**src/esc_pkg.sv**
```systemverilog
`default_nettype none

package esc_pkg;

    localparam int FLOOR_W  = 8;
    localparam int STATUS_W = 2;
    localparam int MOTION_W = 2;

    localparam logic MODE_REQUEST = 1'b0;
    localparam logic MODE_TICK    = 1'b1;

    typedef enum logic [MOTION_W-1:0] {
        MOT_IDLE = 2'd0,
        MOT_UP   = 2'd1,
        MOT_DOWN = 2'd2
    } motion_t;

    typedef enum logic [STATUS_W-1:0] {
        ST_OK    = 2'd0,
        ST_RANGE = 2'd1,
        ST_SAME  = 2'd2,
        ST_FULL  = 2'd3
    } status_t;

    typedef enum logic [2:0] {
        S_IDLE,
        S_SETUP,
        S_READ,
        S_EXEC,
        S_FINISH,
        S_OUTPUT
    } ctrl_state_t;

    typedef struct packed {
        logic capture;
        logic setup;
        logic read;
        logic exec;
        logic finish;
        logic load;
    } esc_cmd_t;

    typedef struct packed {
        logic reject;
        logic pass_end;
        logic out_busy;
    } esc_stat_t;

endpackage

`default_nettype wire

```
**src/esc_req_if.sv**
```systemverilog
`default_nettype none

interface esc_req_if;
    logic                        valid;
    logic                        ready;
    logic                        mode;
    logic [esc_pkg::FLOOR_W-1:0] entry_floor;
    logic [esc_pkg::FLOOR_W-1:0] exit_floor;

    modport source (output valid, output mode, output entry_floor, output exit_floor,
                    input ready);
    modport sink   (input valid, input mode, input entry_floor, input exit_floor,
                    output ready);
endinterface

`default_nettype wire

```
**src/esc_rsp_if.sv**
```systemverilog
`default_nettype none

interface esc_rsp_if;
    logic                         valid;
    logic                         ready;
    logic [esc_pkg::STATUS_W-1:0] status;
    logic [esc_pkg::FLOOR_W-1:0]  car_floor;
    logic [esc_pkg::MOTION_W-1:0] direction;
    logic [esc_pkg::FLOOR_W-1:0]  top_target;
    logic [esc_pkg::FLOOR_W-1:0]  bottom_target;

    modport source (output valid, output status, output car_floor, output direction,
                    output top_target, output bottom_target, input ready);
    modport sink   (input valid, input status, input car_floor, input direction,
                    input top_target, input bottom_target, output ready);
endinterface

`default_nettype wire

```
**src/esc_ram.sv**
```systemverilog
`default_nettype none

module esc_ram #(
    parameter int WIDTH = 16,
    parameter int DEPTH = 16
) (
    input  wire logic                                    clk,
    input  wire logic                                    we,
    input  wire logic [((DEPTH > 1) ? $clog2(DEPTH) : 1)-1:0] waddr,
    input  wire logic [WIDTH-1:0]                        wdata,
    input  wire logic                                    re,
    input  wire logic [((DEPTH > 1) ? $clog2(DEPTH) : 1)-1:0] raddr,
    output logic      [WIDTH-1:0]                        rdata
);

    logic [WIDTH-1:0] mem [DEPTH];

    always_ff @(posedge clk)
    begin
        if (we)
        begin
            mem[waddr] <= wdata;
        end
        if (re)
        begin
            rdata <= mem[raddr];
        end
    end

endmodule

`default_nettype wire

```
**src/esc_ctrl.sv**
```systemverilog
`default_nettype none

module esc_ctrl (
    input  wire logic               clk,
    input  wire logic               rst_n,
    input  wire logic               in_valid,
    output logic                    in_ready,
    input  wire esc_pkg::esc_stat_t stat,
    output esc_pkg::esc_cmd_t       cmd
);

    esc_pkg::ctrl_state_t state_reg;
    esc_pkg::ctrl_state_t state_next;

    always_ff @(posedge clk or negedge rst_n)
    begin
        if (!rst_n)
        begin
            state_reg <= esc_pkg::S_IDLE;
        end
        else
        begin
            state_reg <= state_next;
        end
    end

    always_comb
    begin
        state_next = state_reg;
        unique case (state_reg)
            esc_pkg::S_IDLE:
            begin
                if (in_valid)
                begin
                    state_next = esc_pkg::S_SETUP;
                end
            end
            esc_pkg::S_SETUP:
            begin
                state_next = stat.reject ? esc_pkg::S_OUTPUT : esc_pkg::S_READ;
            end
            esc_pkg::S_READ:
            begin
                state_next = esc_pkg::S_EXEC;
            end
            esc_pkg::S_EXEC:
            begin
                state_next = stat.pass_end ? esc_pkg::S_FINISH : esc_pkg::S_READ;
            end
            esc_pkg::S_FINISH:
            begin
                state_next = esc_pkg::S_OUTPUT;
            end
            esc_pkg::S_OUTPUT:
            begin
                if (!stat.out_busy)
                begin
                    state_next = esc_pkg::S_IDLE;
                end
            end
            default:
            begin
                state_next = esc_pkg::S_IDLE;
            end
        endcase
    end

    always_comb
    begin
        cmd      = '0;
        in_ready = 1'b0;
        unique case (state_reg)
            esc_pkg::S_IDLE:
            begin
                in_ready    = 1'b1;
                cmd.capture = in_valid;
            end
            esc_pkg::S_SETUP:
            begin
                cmd.setup = 1'b1;
            end
            esc_pkg::S_READ:
            begin
                cmd.read = 1'b1;
            end
            esc_pkg::S_EXEC:
            begin
                cmd.exec = 1'b1;
            end
            esc_pkg::S_FINISH:
            begin
                cmd.finish = 1'b1;
            end
            esc_pkg::S_OUTPUT:
            begin
                cmd.load = !stat.out_busy;
            end
            default:
            begin
                cmd = '0;
            end
        endcase
    end

endmodule

`default_nettype wire

```
**src/esc_datapath.sv**
```systemverilog
`default_nettype none

module esc_datapath #(
    parameter int FLOORS = 16,
    parameter int RIDERS = 16
) (
    input  wire logic                          clk,
    input  wire logic                          rst_n,
    input  wire esc_pkg::esc_cmd_t             cmd,
    output esc_pkg::esc_stat_t                 stat,
    input  wire logic                          in_mode,
    input  wire logic [esc_pkg::FLOOR_W-1:0]   in_entry,
    input  wire logic [esc_pkg::FLOOR_W-1:0]   in_exit,
    output logic                               out_valid,
    input  wire logic                          out_ready,
    output logic [esc_pkg::STATUS_W-1:0]       out_status,
    output logic [esc_pkg::FLOOR_W-1:0]        out_car,
    output logic [esc_pkg::MOTION_W-1:0]       out_direction,
    output logic [esc_pkg::FLOOR_W-1:0]        out_top,
    output logic [esc_pkg::FLOOR_W-1:0]        out_bottom
);

    localparam int IDX_W  = (RIDERS > 1) ? $clog2(RIDERS) : 1;
    localparam int SLOT_W = 2 * esc_pkg::FLOOR_W;
    localparam logic [esc_pkg::FLOOR_W-1:0] TOP_FLOOR = esc_pkg::FLOOR_W'(FLOORS);
    localparam logic [IDX_W-1:0]            LAST_IDX  = IDX_W'(RIDERS - 1);

    typedef logic [esc_pkg::FLOOR_W-1:0] floor_t;

    // control and state registers
    logic [IDX_W-1:0]   idx_reg,       idx_next;
    esc_pkg::status_t   status_reg,    status_next;
    logic               found_reg,     found_next;
    floor_t             car_reg,       car_next;
    floor_t             upper_reg,     upper_next;
    floor_t             lower_reg,     lower_next;
    esc_pkg::motion_t   motion_reg,    motion_next;
    logic [RIDERS-1:0]  valid_reg,     valid_next;
    logic [RIDERS-1:0]  aboard_reg,    aboard_next;
    logic               out_valid_reg, out_valid_next;

    // payload registers
    logic               mode_reg,      mode_next;
    floor_t             entry_reg,     entry_next;
    floor_t             exit_reg,      exit_next;
    floor_t             last_reg,      last_next;
    esc_pkg::status_t   ostatus_reg,   ostatus_next;
    floor_t             ocar_reg,      ocar_next;
    esc_pkg::motion_t   omotion_reg,   omotion_next;
    floor_t             otop_reg,      otop_next;
    floor_t             obottom_reg,   obottom_next;

    logic               ram_we;
    logic [SLOT_W-1:0]  ram_wdata;
    logic [SLOT_W-1:0]  ram_rdata;

    esc_ram #(
        .WIDTH (SLOT_W),
        .DEPTH (RIDERS)
    ) u_slots (
        .clk   (clk),
        .we    (ram_we),
        .waddr (idx_reg),
        .wdata (ram_wdata),
        .re    (cmd.read),
        .raddr (idx_reg),
        .rdata (ram_rdata)
    );

    floor_t           b_old, d_old, b_srv, d_srv, f_old, f_new, f_scan;
    logic             a_old, a_srv;
    logic             is_tick, slot_free;
    esc_pkg::status_t in_status;
    floor_t           bound_max, bound_min;

    always_comb
    begin
        b_old = valid_reg[idx_reg] ? ram_rdata[SLOT_W-1:esc_pkg::FLOOR_W] : '0;
        d_old = valid_reg[idx_reg] ? ram_rdata[esc_pkg::FLOOR_W-1:0] : '0;
        a_old = aboard_reg[idx_reg];
        b_srv = b_old;
        d_srv = d_old;
        a_srv = a_old;
        // board, then drop
        if (b_srv == car_reg && !a_srv)
        begin
            b_srv = '0;
            a_srv = 1'b1;
        end
        if (d_srv == car_reg && a_srv)
        begin
            d_srv = '0;
            a_srv = 1'b0;
        end
        f_old  = a_old ? d_old : b_old;
        f_new  = a_srv ? d_srv : b_srv;
        f_scan = (motion_reg == esc_pkg::MOT_IDLE) ? f_old : f_new;
    end

    always_comb
    begin
        if (in_mode == esc_pkg::MODE_TICK)
        begin
            in_status = esc_pkg::ST_OK;
        end
        else if (in_entry == '0 || in_entry > TOP_FLOOR
                 || in_exit == '0 || in_exit > TOP_FLOOR)
        begin
            in_status = esc_pkg::ST_RANGE;
        end
        else if (in_entry == in_exit)
        begin
            in_status = esc_pkg::ST_SAME;
        end
        else
        begin
            in_status = esc_pkg::ST_OK;
        end
    end

    assign is_tick   = (mode_reg == esc_pkg::MODE_TICK);
    assign slot_free = (b_old == '0) && (d_old == '0);
    assign bound_max = (upper_reg > last_reg) ? upper_reg : last_reg;
    assign bound_min = (lower_reg < last_reg) ? lower_reg : last_reg;

    assign stat.reject   = (status_reg != esc_pkg::ST_OK);
    assign stat.pass_end = (idx_reg == LAST_IDX) || (!is_tick && slot_free);
    assign stat.out_busy = out_valid_reg && !out_ready;

    always_comb
    begin
        idx_next       = idx_reg;
        status_next    = status_reg;
        found_next     = found_reg;
        car_next       = car_reg;
        upper_next     = upper_reg;
        lower_next     = lower_reg;
        motion_next    = motion_reg;
        valid_next     = valid_reg;
        aboard_next    = aboard_reg;
        out_valid_next = out_valid_reg;
        mode_next      = mode_reg;
        entry_next     = entry_reg;
        exit_next      = exit_reg;
        last_next      = last_reg;
        ostatus_next   = ostatus_reg;
        ocar_next      = ocar_reg;
        omotion_next   = omotion_reg;
        otop_next      = otop_reg;
        obottom_next   = obottom_reg;
        ram_we         = 1'b0;
        ram_wdata      = {b_srv, d_srv};

        if (cmd.capture)
        begin
            mode_next   = in_mode;
            entry_next  = in_entry;
            exit_next   = in_exit;
            status_next = in_status;
            idx_next    = '0;
            found_next  = 1'b0;
        end

        if (cmd.setup && is_tick)
        begin
            case (motion_reg)
                esc_pkg::MOT_IDLE:
                begin
                    upper_next = car_reg;
                    lower_next = car_reg;
                end
                esc_pkg::MOT_UP:
                begin
                    car_next   = (car_reg < upper_reg) ? car_reg + 1'b1 : car_reg;
                    last_next  = upper_reg;
                    upper_next = '0;
                    lower_next = car_next;
                end
                esc_pkg::MOT_DOWN:
                begin
                    car_next   = (car_reg > lower_reg) ? car_reg - 1'b1 : car_reg;
                    last_next  = lower_reg;
                    upper_next = '0;
                    lower_next = car_next;
                end
                default:
                begin
                    car_next = car_reg;
                end
            endcase
        end

        if (cmd.exec)
        begin
            idx_next = idx_reg + 1'b1;
            if (is_tick)
            begin
                if (f_scan > upper_reg)
                begin
                    upper_next = f_scan;
                end
                if (f_scan != '0 && f_scan < lower_reg)
                begin
                    lower_next = f_scan;
                end
                ram_we               = 1'b1;
                valid_next[idx_reg]  = 1'b1;
                aboard_next[idx_reg] = a_srv;
            end
            else if (slot_free)
            begin
                ram_we              = 1'b1;
                ram_wdata           = {entry_reg, exit_reg};
                valid_next[idx_reg] = 1'b1;
                found_next          = 1'b1;
            end
        end

        if (cmd.finish)
        begin
            if (!is_tick)
            begin
                status_next = found_reg ? esc_pkg::ST_OK : esc_pkg::ST_FULL;
            end
            else
            begin
                case (motion_reg)
                    esc_pkg::MOT_IDLE:
                    begin
                        if (upper_reg > car_reg)
                        begin
                            motion_next = esc_pkg::MOT_UP;
                        end
                        else if (lower_reg != '0 && lower_reg < car_reg)
                        begin
                            motion_next = esc_pkg::MOT_DOWN;
                        end
                    end
                    esc_pkg::MOT_UP:
                    begin
                        if (car_reg == bound_max)
                        begin
                            upper_next  = car_reg;
                            motion_next = (lower_reg < car_reg) ? esc_pkg::MOT_DOWN
                                                                : esc_pkg::MOT_IDLE;
                        end
                    end
                    esc_pkg::MOT_DOWN:
                    begin
                        if (car_reg == bound_min)
                        begin
                            lower_next = car_reg;
                            if (upper_reg > car_reg)
                            begin
                                motion_next = esc_pkg::MOT_UP;
                            end
                            else
                            begin
                                upper_next  = car_reg;
                                motion_next = esc_pkg::MOT_IDLE;
                            end
                        end
                    end
                    default:
                    begin
                        motion_next = motion_reg;
                    end
                endcase
            end
        end

        if (out_valid_reg && out_ready)
        begin
            out_valid_next = 1'b0;
        end
        if (cmd.load)
        begin
            out_valid_next = 1'b1;
            ostatus_next   = status_reg;
            ocar_next      = car_reg;
            omotion_next   = motion_reg;
            otop_next      = upper_reg;
            obottom_next   = lower_reg;
        end
    end

    always_ff @(posedge clk or negedge rst_n)
    begin
        if (!rst_n)
        begin
            idx_reg       <= '0;
            status_reg    <= esc_pkg::ST_OK;
            found_reg     <= 1'b0;
            car_reg       <= esc_pkg::FLOOR_W'(1);
            upper_reg     <= esc_pkg::FLOOR_W'(1);
            lower_reg     <= esc_pkg::FLOOR_W'(1);
            motion_reg    <= esc_pkg::MOT_IDLE;
            valid_reg     <= '0;
            aboard_reg    <= '0;
            out_valid_reg <= 1'b0;
        end
        else
        begin
            idx_reg       <= idx_next;
            status_reg    <= status_next;
            found_reg     <= found_next;
            car_reg       <= car_next;
            upper_reg     <= upper_next;
            lower_reg     <= lower_next;
            motion_reg    <= motion_next;
            valid_reg     <= valid_next;
            aboard_reg    <= aboard_next;
            out_valid_reg <= out_valid_next;
        end
    end

    always_ff @(posedge clk)
    begin
        mode_reg    <= mode_next;
        entry_reg   <= entry_next;
        exit_reg    <= exit_next;
        last_reg    <= last_next;
        ostatus_reg <= ostatus_next;
        ocar_reg    <= ocar_next;
        omotion_reg <= omotion_next;
        otop_reg    <= otop_next;
        obottom_reg <= obottom_next;
    end

    assign out_valid     = out_valid_reg;
    assign out_status    = ostatus_reg;
    assign out_car       = ocar_reg;
    assign out_direction = omotion_reg;
    assign out_top       = otop_reg;
    assign out_bottom    = obottom_reg;

endmodule

`default_nettype wire

```
**src/elevator_scan_controller.sv**
```systemverilog
`default_nettype none

// Channel  Dir  Handshake    Payload
// req      in   valid/ready  mode, entry_floor, exit_floor
// rsp      out  valid/ready  status, car_floor, direction, top_target, bottom_target
//
// A tick reads and updates every one of the RIDERS slots; a request rejected on its floors
// goes from setup straight to output, else it searches slots up to the first free one.
// Each slot is read from the registered-read slot RAM in READ and written back in EXEC.
// Reset clears control state; per-slot valid bits make the slot table read as empty.
// A result waits in the output register while the next item is taken; an item that
// finishes while a result is still held stalls until that transfer.

module elevator_scan_controller #(
    parameter int FLOORS = 16,
    parameter int RIDERS = 16
) (
    input  wire logic  clk,
    input  wire logic  rst_n,
    esc_req_if.sink    req,
    esc_rsp_if.source  rsp
);

    esc_pkg::esc_cmd_t  cmd;
    esc_pkg::esc_stat_t stat;
    logic               in_ready;

    esc_ctrl u_ctrl (
        .clk      (clk),
        .rst_n    (rst_n),
        .in_valid (req.valid),
        .in_ready (in_ready),
        .stat     (stat),
        .cmd      (cmd)
    );

    esc_datapath #(
        .FLOORS (FLOORS),
        .RIDERS (RIDERS)
    ) u_datapath (
        .clk           (clk),
        .rst_n         (rst_n),
        .cmd           (cmd),
        .stat          (stat),
        .in_mode       (req.mode),
        .in_entry      (req.entry_floor),
        .in_exit       (req.exit_floor),
        .out_valid     (rsp.valid),
        .out_ready     (rsp.ready),
        .out_status    (rsp.status),
        .out_car       (rsp.car_floor),
        .out_direction (rsp.direction),
        .out_top       (rsp.top_target),
        .out_bottom    (rsp.bottom_target)
    );

    assign req.ready = in_ready;

endmodule

`default_nettype wire

```
**src/flat_wrapper.sv**
```systemverilog
// flat-port wrapper written by rule: the top's interface ports become plain ports
module elevator_scan_controller_flat 
#(
    parameter int FLOORS = 16,
    parameter int RIDERS = 16
)
  (clk, rst_n, req_valid, req_mode, req_entry_floor, req_exit_floor, req_ready, rsp_valid, rsp_status, rsp_car_floor, rsp_direction, rsp_top_target, rsp_bottom_target, rsp_ready);
  esc_req_if req_i ();
  esc_rsp_if rsp_i ();
  input  wire logic clk;
  input  wire logic rst_n;
  input wire logic [$bits(req_i.valid)-1:0] req_valid;
  input wire logic [$bits(req_i.mode)-1:0] req_mode;
  input wire logic [$bits(req_i.entry_floor)-1:0] req_entry_floor;
  input wire logic [$bits(req_i.exit_floor)-1:0] req_exit_floor;
  output wire logic [$bits(req_i.ready)-1:0] req_ready;
  output wire logic [$bits(rsp_i.valid)-1:0] rsp_valid;
  output wire logic [$bits(rsp_i.status)-1:0] rsp_status;
  output wire logic [$bits(rsp_i.car_floor)-1:0] rsp_car_floor;
  output wire logic [$bits(rsp_i.direction)-1:0] rsp_direction;
  output wire logic [$bits(rsp_i.top_target)-1:0] rsp_top_target;
  output wire logic [$bits(rsp_i.bottom_target)-1:0] rsp_bottom_target;
  input wire logic [$bits(rsp_i.ready)-1:0] rsp_ready;
  assign req_i.valid = req_valid;
  assign req_i.mode = req_mode;
  assign req_i.entry_floor = req_entry_floor;
  assign req_i.exit_floor = req_exit_floor;
  assign req_ready = req_i.ready;
  assign rsp_valid = rsp_i.valid;
  assign rsp_status = rsp_i.status;
  assign rsp_car_floor = rsp_i.car_floor;
  assign rsp_direction = rsp_i.direction;
  assign rsp_top_target = rsp_i.top_target;
  assign rsp_bottom_target = rsp_i.bottom_target;
  assign rsp_i.ready = rsp_ready;
  elevator_scan_controller #(.FLOORS(FLOORS), .RIDERS(RIDERS)) u_core (.clk(clk), .rst_n(rst_n), .req(req_i), .rsp(rsp_i));
endmodule
```
**config.mk**
```make
export PLATFORM = sky130hd
export DESIGN_NAME = elevator_scan_controller_flat
export DESIGN_NICKNAME = d
export VERILOG_FILES = /design/src/esc_pkg.sv /design/src/esc_req_if.sv /design/src/esc_rsp_if.sv /design/src/esc_ram.sv /design/src/esc_ctrl.sv /design/src/esc_datapath.sv /design/src/elevator_scan_controller.sv /design/src/flat_wrapper.sv
export SDC_FILE = /design/constraint.sdc
export NUM_CORES = 1
export LEC_CHECK = 0
export ABC_AREA = 1
export BUFFER_PORTS_ARGS = -buffer_cell sky130_fd_sc_hd__buf_4
export CORE_UTILIZATION = 57
export CTS_BUF_LIST = sky130_fd_sc_hd__clkbuf_16
export DETAILED_ROUTE_END_ITERATION = 8
export HOLD_SLACK_MARGIN = 0.05
export PLACE_DENSITY_LB_ADDON = 0.3
export SLEW_MARGIN = 40
export SYNTH_ARGS = -nofsm -noshare
export SYNTH_HDL_FRONTEND = slang
export SYNTH_SLANG_ARGS = --single-unit
```
**constraint.sdc**
```tcl
create_clock -name clk -period 3.42 [get_ports clk]
set_input_delay 0.684 -clock clk [delete_from_list [all_inputs] [get_ports clk]]
set_output_delay 0.684 -clock clk [all_outputs]
set_load 0.01 [all_outputs]
```
==> flow_summary_export.csv, run 1 <==
group,metric,value,unit
synthesis,async_flop_share,0.175,
critical_path,critPathSlowestCell,"dfrtp_4",
clock_tree,clock_latency,0.56,ns
power_and_ir_drop,p_clk_frac,0.176,
cells_and_area,largest_register_ffs,256,
synthesis,synth_cell_types,43,
floorplan,die_h,183,µm
timing,slew_viol_final,0,
cells_and_area,nets,2112,
critical_path,max_stage_delay,0.55,ns
timing,finalHoldViolCount,0,
place,dp_hpwl,34900,µm
clock_tree,cts_htree_levels,2,
power_and_ir_drop,swShare,0.413,
floorplan,row_count,65,
cells_and_area,design_area,23100,µm²
timing,setup-violations-final,137,
route,wl_per_cell,22.0,µm
synthesis,synth_top_cell_area_share,0.523,
timing,period_share,1.12,
grt,grt_remaining_overflow,0,
route,routed_wl,55100,µm
timing,rsz0062_at_grt,"yes",
run,maxCapViolCount,0,
power_and_ir_drop,p_per_area,1040,nW/µm²
floorplan,dieArea,33500,µm²
synthesis,syn_nets,1905,
timing,min_period,3.83,ns
clock_tree,cts_inserted_buffers,41,
grt,grt_antenna_before_repair,0,
timing,fin_skew,0.0179,ns
cells_and_area,area_delta_synth_final,23.8,%
power_and_ir_drop,internal-power,14000,µW
clock_tree,cts_tree,"done",
cells_and_area,nFillCells,2241,
synthesis,netlist.top_cell.by_area,"edfxtp_1",
timing,slew_headroom,0.452,
route,ant_nets,0,
critical_path,critical_path_class,"register to register",
place,finalWeightedCongestion,0.986,
synthesis,postSynthCellCount,1829,
power_and_ir_drop,p_total,23900,µW
timing,fmax,261,MHz
route,route.detailed.drc,0,
synthesis,syn_area,18700,µm²
clock_tree,postCtsHoldBufs,0,
route,vias,15100,
clock_tree,cts.clk_slew.worst_paths,0.06,ns
run_status,violations,"negative setup slack",
cells_and_area,regMostFlops,"u_core.u_datapath.u_slots.mem",
route,drt_iter0_markers,1706,
power_and_ir_drop,p_switching,9880,µW
synthesis,synth-edff-count,325,
cells_and_area,diodes,0,
clock_tree,cts_sinks,394,
place,io_buffers,50,
critical_path,startpoint_type,"register",
clock_tree,ctsLongestPathBuffers,3,
power_and_ir_drop,p_comb_frac,0.542,
synthesis,avgSynthCellArea,10.2,µm²
floorplan,ioPinCount,51,
grt,grt_max_degree,92,
synthesis,synth.most_common_cell,"nand2_1",
grt,first_global_vias,14800,
floorplan,die_w,183,µm
floorplan,core,31900,µm²
synthesis,synth-seq-cells,394,
synthesis,ys_seq_area_frac,0.616,
synthesis,yosys_warnings,0,
power_and_ir_drop,pwr-share-seq,0.282,
place,pre_cts_ws,-0.339,ns
power_and_ir_drop,ir_drop,0.000837,V
run_status,status,"complete, but fails checks",
grt,grt_pass1_wl,83400,µm
critical_path,worstPathMaxFanout,8,
critical_path,required,3.85,ns
critical_path,cp-end-kind,"register",
place,placed_area,21000,µm²
critical_path,arrival,4.26,ns
synthesis,yosys-top-cells-area,"edfxtp_1 52%, dfrtp_1 8.9%, nand2_1 7.1%",
synthesis,synth_ff_type,"edfxtp_1",
grt,grt_usage,0.330,
clock_tree,clock-root-buffer,"clkbuf_16",
timing,fin_tns_setup,-8.47,ns
route,vias_per_cell,6.02,
cells_and_area,drive_above_1_share,0.228,
worst_hold_path,hp-class,"input port to asynchronous set/reset pin",
timing,setup_slack,-0.412,ns
timing,worst_pin_slew,0.822,ns
power_and_ir_drop,p_leak,0.00906,µW
floorplan,start_util,0.585,
synthesis,yosys-top-cells-count,"352 x nand2_1, 325 x edfxtp_1, 238 x o21ai_0, 219 x nor2_1, 122 x inv_1",
route,drtPass1Iterations,6,
## path summary, 6_finish.rpt
kind / startpoint / endpoint / slack (ns) / cells past startpoint
min: rst_n / u_core.u_datapath.aboard_reg[13]$_DFFE_PN0P_ / 0.15 / 1
max: u_core.u_datapath.idx_reg[0]$_DFFE_PN0P_ / u_core.u_datapath.lower_reg[2]$_DFF_PN0_ / -0.41 / 28
max in group asynchronous: rst_n / u_core.u_datapath.idx_reg[0]$_DFFE_PN0P_ / 2.75 / 1
min in group clk: req_exit_floor[6] / u_core.u_datapath.exit_reg[6]$_DFFE_PP_ / 0.34 / 1
min reg2reg: u_core.u_datapath.valid_reg[0]$_DFFE_PN0P_ / u_core.u_datapath.valid_reg[0]$_DFFE_PN0P_ / 0.46 / 2
max reg2reg: u_core.u_datapath.idx_reg[0]$_DFFE_PN0P_ / u_core.u_datapath.lower_reg[2]$_DFF_PN0_ / -0.41 / 28
## cell type report
type	count	area, µm²	area share
Clock buffer	41	1030	0.0444
Tap cell	435	544	0.0236
Multi-Input combinational cell	1220	6950	0.301
Inverter	133	517	0.0224
Sequential cell	394	11500	0.498
Timing Repair Buffer	245	2320	0.101
Clock inverter	33	245	0.0106
Timing Repair inverter	1	6.26	0.000271
## cell usage in the layout (no fill, tap or decap), types with 14 or more instances in the layout
master,instances
nor2_2,24
nor2_4,14
clkbuf_16,41
dfrtp_1,64
nand4_1,28
nor2_1,196
ha_1,43
nand3_2,27
o211ai_1,17
o22ai_1,66
nor3_1,15
buf_6,14
nand2_1,315
o21ai_0,218
buf_4,196
a21oi_1,52
xor2_1,25
buf_12,34
inv_1,131
edfxtp_1,325
nand2_4,19
nand2_2,40
o21ai_1,18
nand3_1,37
## per-layer routing
layer	global-route usage	wire length, µm
met5	0	0
met4	0.147	2540
met3	0.0393	4010
met2	0.558	27400
met1	0.431	21200
## what timing repair did
action	CTS	global route
gates resized for setup	57	104
endpoints found under the setup margin	16	162
pin swaps	27	49
buffers inserted	11	16
gates cloned	3	2
## cell families after synthesis
| family | after synthesis | synth area share |
|---|---|---|
| compound gates | 404 | 0.120 |
| simple gates | 730 | 0.168 |
| xor+xnor | 28 | 0.0131 |
| flops | 394 | 0.616 |
| fa+ha+maj | 55 | 0.0369 |
| buf+inv | 218 | 0.0462 |
## critical path, delay by kind of cell (launching register included)
kind                       cells  cell delay, ns
AOI/OAI and AO/OA              1            0.39
adders and majority gates      1            0.27
buffers and inverters          4            0.60
DFF                            1            0.55
and+or+nand+nor               22            1.90
## through the flow
step / util / std cells / hold WS, ns
4_1_cts: 0.707 / 2486 / 0.174
3_5_place_dp: 0.658 / 2398 / 0.453
5_1_grt: 0.725 / 2502 / 0.204
6_report: 0.725 / 2502 / 0.151
2_1_floorplan: - / 1829 / 0.388
3_3_place_gp: 0.658 / 2398 / 0.447
## power by group through the flow
stage | registers [µW] | clock network [µW] | logic, µW
2_1_floorplan | 6850 | 0 | 6080
3_3_place_gp | 6820 | 0 | 10400
3_5_place_dp | 6840 | 0 | 10600
4_1_cts | 6740 | 4260 | 11400
5_1_grt | 6780 | 4430 | 14000
6_report | 6740 | 4220 | 13000
(Power assumes the default switching activity.)
==> run 2: changes to the inputs <==
BUFFER_PORTS_ARGS = -buffer_cell sky130_fd_sc_hd__buf_2   (was -buffer_cell sky130_fd_sc_hd__buf_4)
RECOVER_POWER = 50   (was unset)
==> flow_summary_export.csv, run 2 (synthesis results as in run 1) <==
group,metric,value,unit
timing,whs,0.396,ns
floorplan,die_h,183,µm
timing,worst_pin_slew,1.84,ns
clock_tree,clock_latency,0.55,ns
grt,grt_antenna_before_repair,0,
clock_tree,ctsLongestPathBuffers,3,
timing,slew_viol_final,70,
timing,fin_skew,0.0131,ns
timing,finalHoldViolCount,0,
critical_path,critPathTopFamily,"simple AND/OR/NAND/NOR gates",
grt,grt_max_degree,102,
cells_and_area,ff_latch_area,11500,µm²
timing,min_period,3.71,ns
critical_path,startpoint_type,"register",
route,ant_nets,0,
route,route.detailed.drc,0,
clock_tree,cts_sinks,394,
critical_path,required,3.85,ns
critical_path,r2r_setup_slack,-0.29,ns
critical_path,max_stage_delay,0.54,ns
route,vias,15000,
timing,period_share,1.08,
cells_and_area,diodes,0,
cells_and_area,nets,2112,
floorplan,start_util,0.585,
cells_and_area,regMostFlops,"u_core.u_datapath.u_slots.mem",
place,finalWeightedCongestion,0.973,
cells_and_area,design_area,22800,µm²
cells_and_area,layout_commonest_cell,"edfxtp_1",
grt,grt_remaining_overflow,0,
critical_path,arrival,4.15,ns
timing,setup_slack,-0.290,ns
cells_and_area,multi_input_area,6840,µm²
floorplan,dieArea,33500,µm²
critical_path,critical_path_class,"register to register",
place,pre_cts_ws,-0.277,ns
timing,fmax,270,MHz
route,drt_iter0_markers,1466,
route,drtPass1Iterations,5,
timing,fin_tns_setup,-4.00,ns
grt,first_global_vias,14500,
run_status,status,"complete, but fails checks",
grt,grt_usage,0.320,
floorplan,row_count,65,
critical_path,critPathSlowestCell,"dfrtp_4",
timing,rsz0062_at_grt,"yes",
power_and_ir_drop,p_leak,0.00889,µW
power_and_ir_drop,ir_drop,0.000582,V
floorplan,ioPinCount,51,
place,dp_hpwl,34600,µm
route,routed_wl,53300,µm
run,maxCapViolCount,1,
worst_hold_path,hp-class,"input port to register",
power_and_ir_drop,p_per_area,1030,nW/µm²
timing,slew_headroom,-0.230,
cells_and_area,largest_register_ffs,256,
clock_tree,cts_inserted_buffers,41,
run_status,violations,"max-capacitance violations, max-slew violations, negative setup slack",
cells_and_area,drive_above_1_share,0.203,
cells_and_area,area_delta_synth_final,22.1,%
clock_tree,postCtsHoldBufs,0,
cells_and_area,nFillCells,2312,
cells_and_area,final_cell_mix,"325 x edfxtp_1, 318 x nand2_1, 217 x o21ai_0, 197 x nor2_1, 139 x buf_4",
critical_path,path_buf_inv,4,
place,placed_area,20800,µm²
place,dp_cells,2396,
timing,setup-violations-final,16,
grt,grt_pass1_wl,80800,µm
critical_path,cp-end-kind,"register",
cells_and_area,stdcell_count,2503,
clock_tree,clock-root-buffer,"clkbuf_16",
clock_tree,cts_tree,"done",
route,vias_per_cell,5.97,
floorplan,die_w,183,µm
critical_path,cpMostUsedCell,"nand2_2",
route,wl_per_cell,21.3,µm
critical_path,worstPathMaxFanout,8,
clock_tree,cts_htree_levels,2,
clock_tree,cts.clk_slew.worst_paths,0.06,ns
floorplan,core,31900,µm²
place,io_buffers,50,
[run 2: worst paths after layout]
kind	from	end	cells past startpoint
worst max-delay path	u_core.u_datapath.idx_reg[0]$_DFFE_PN0P_	u_core.u_datapath.lower_reg[3]$_DFF_PN0_	27
worst min-delay path	req_exit_floor[7]	u_core.u_datapath.exit_reg[7]$_DFFE_PP_	1
worst max register to register	u_core.u_datapath.idx_reg[0]$_DFFE_PN0P_	u_core.u_datapath.lower_reg[3]$_DFF_PN0_	27
worst min register to register	u_core.u_datapath.valid_reg[7]$_DFFE_PN0P_	u_core.u_datapath.valid_reg[7]$_DFFE_PN0P_	2
max in group asynchronous	rst_n	u_core.u_datapath.idx_reg[0]$_DFFE_PN0P_	1
min in group asynchronous	rst_n	u_core.u_datapath.aboard_reg[13]$_DFFE_PN0P_	1
[run 2: where the power goes]
part | total, µW | switching, µW | internal (µW)
clock | 4520 | 1870 | 2650
sequential | 6740 | 276 | 6460
combinational | 12200 | 7440 | 4770
[run 2: repair_timing]
| item | in CTS | in global routing |
|---|---|---|
| hold endpoints to repair | 0 | 0 |
| cloned | 5 | 2 |
| gates resized for setup | 65 | 68 |
| setup endpoints to repair | 16 | 19 |
| setup buffers | 13 | 13 |
| pin swaps | 46 | 43 |
[run 2: stage by stage]
stage               utilization  power, µW
finish                    0.715      23500
global route              0.715      24800
CTS                       0.705      22500
detailed placement        0.652      17200
global placement          0.651      17000
floorplan                     -      12900
[run 2: layer usage]
metal	wire (µm)	global-route usage
met5	0	0
met1	20700	0.402
met3	3620	0.0439
met4	2430	0.159
met2	26600	0.546
[run 2: cell type report]
cell class,instances,area share
repair inverters,1,0.000220
multi-input cells,1222,0.300
inverters,133,0.0229
clock buffers,41,0.0450
clock inverters,34,0.0153
well taps,435,0.0239
flip-flops and latches,394,0.505
repair buffers,243,0.0877
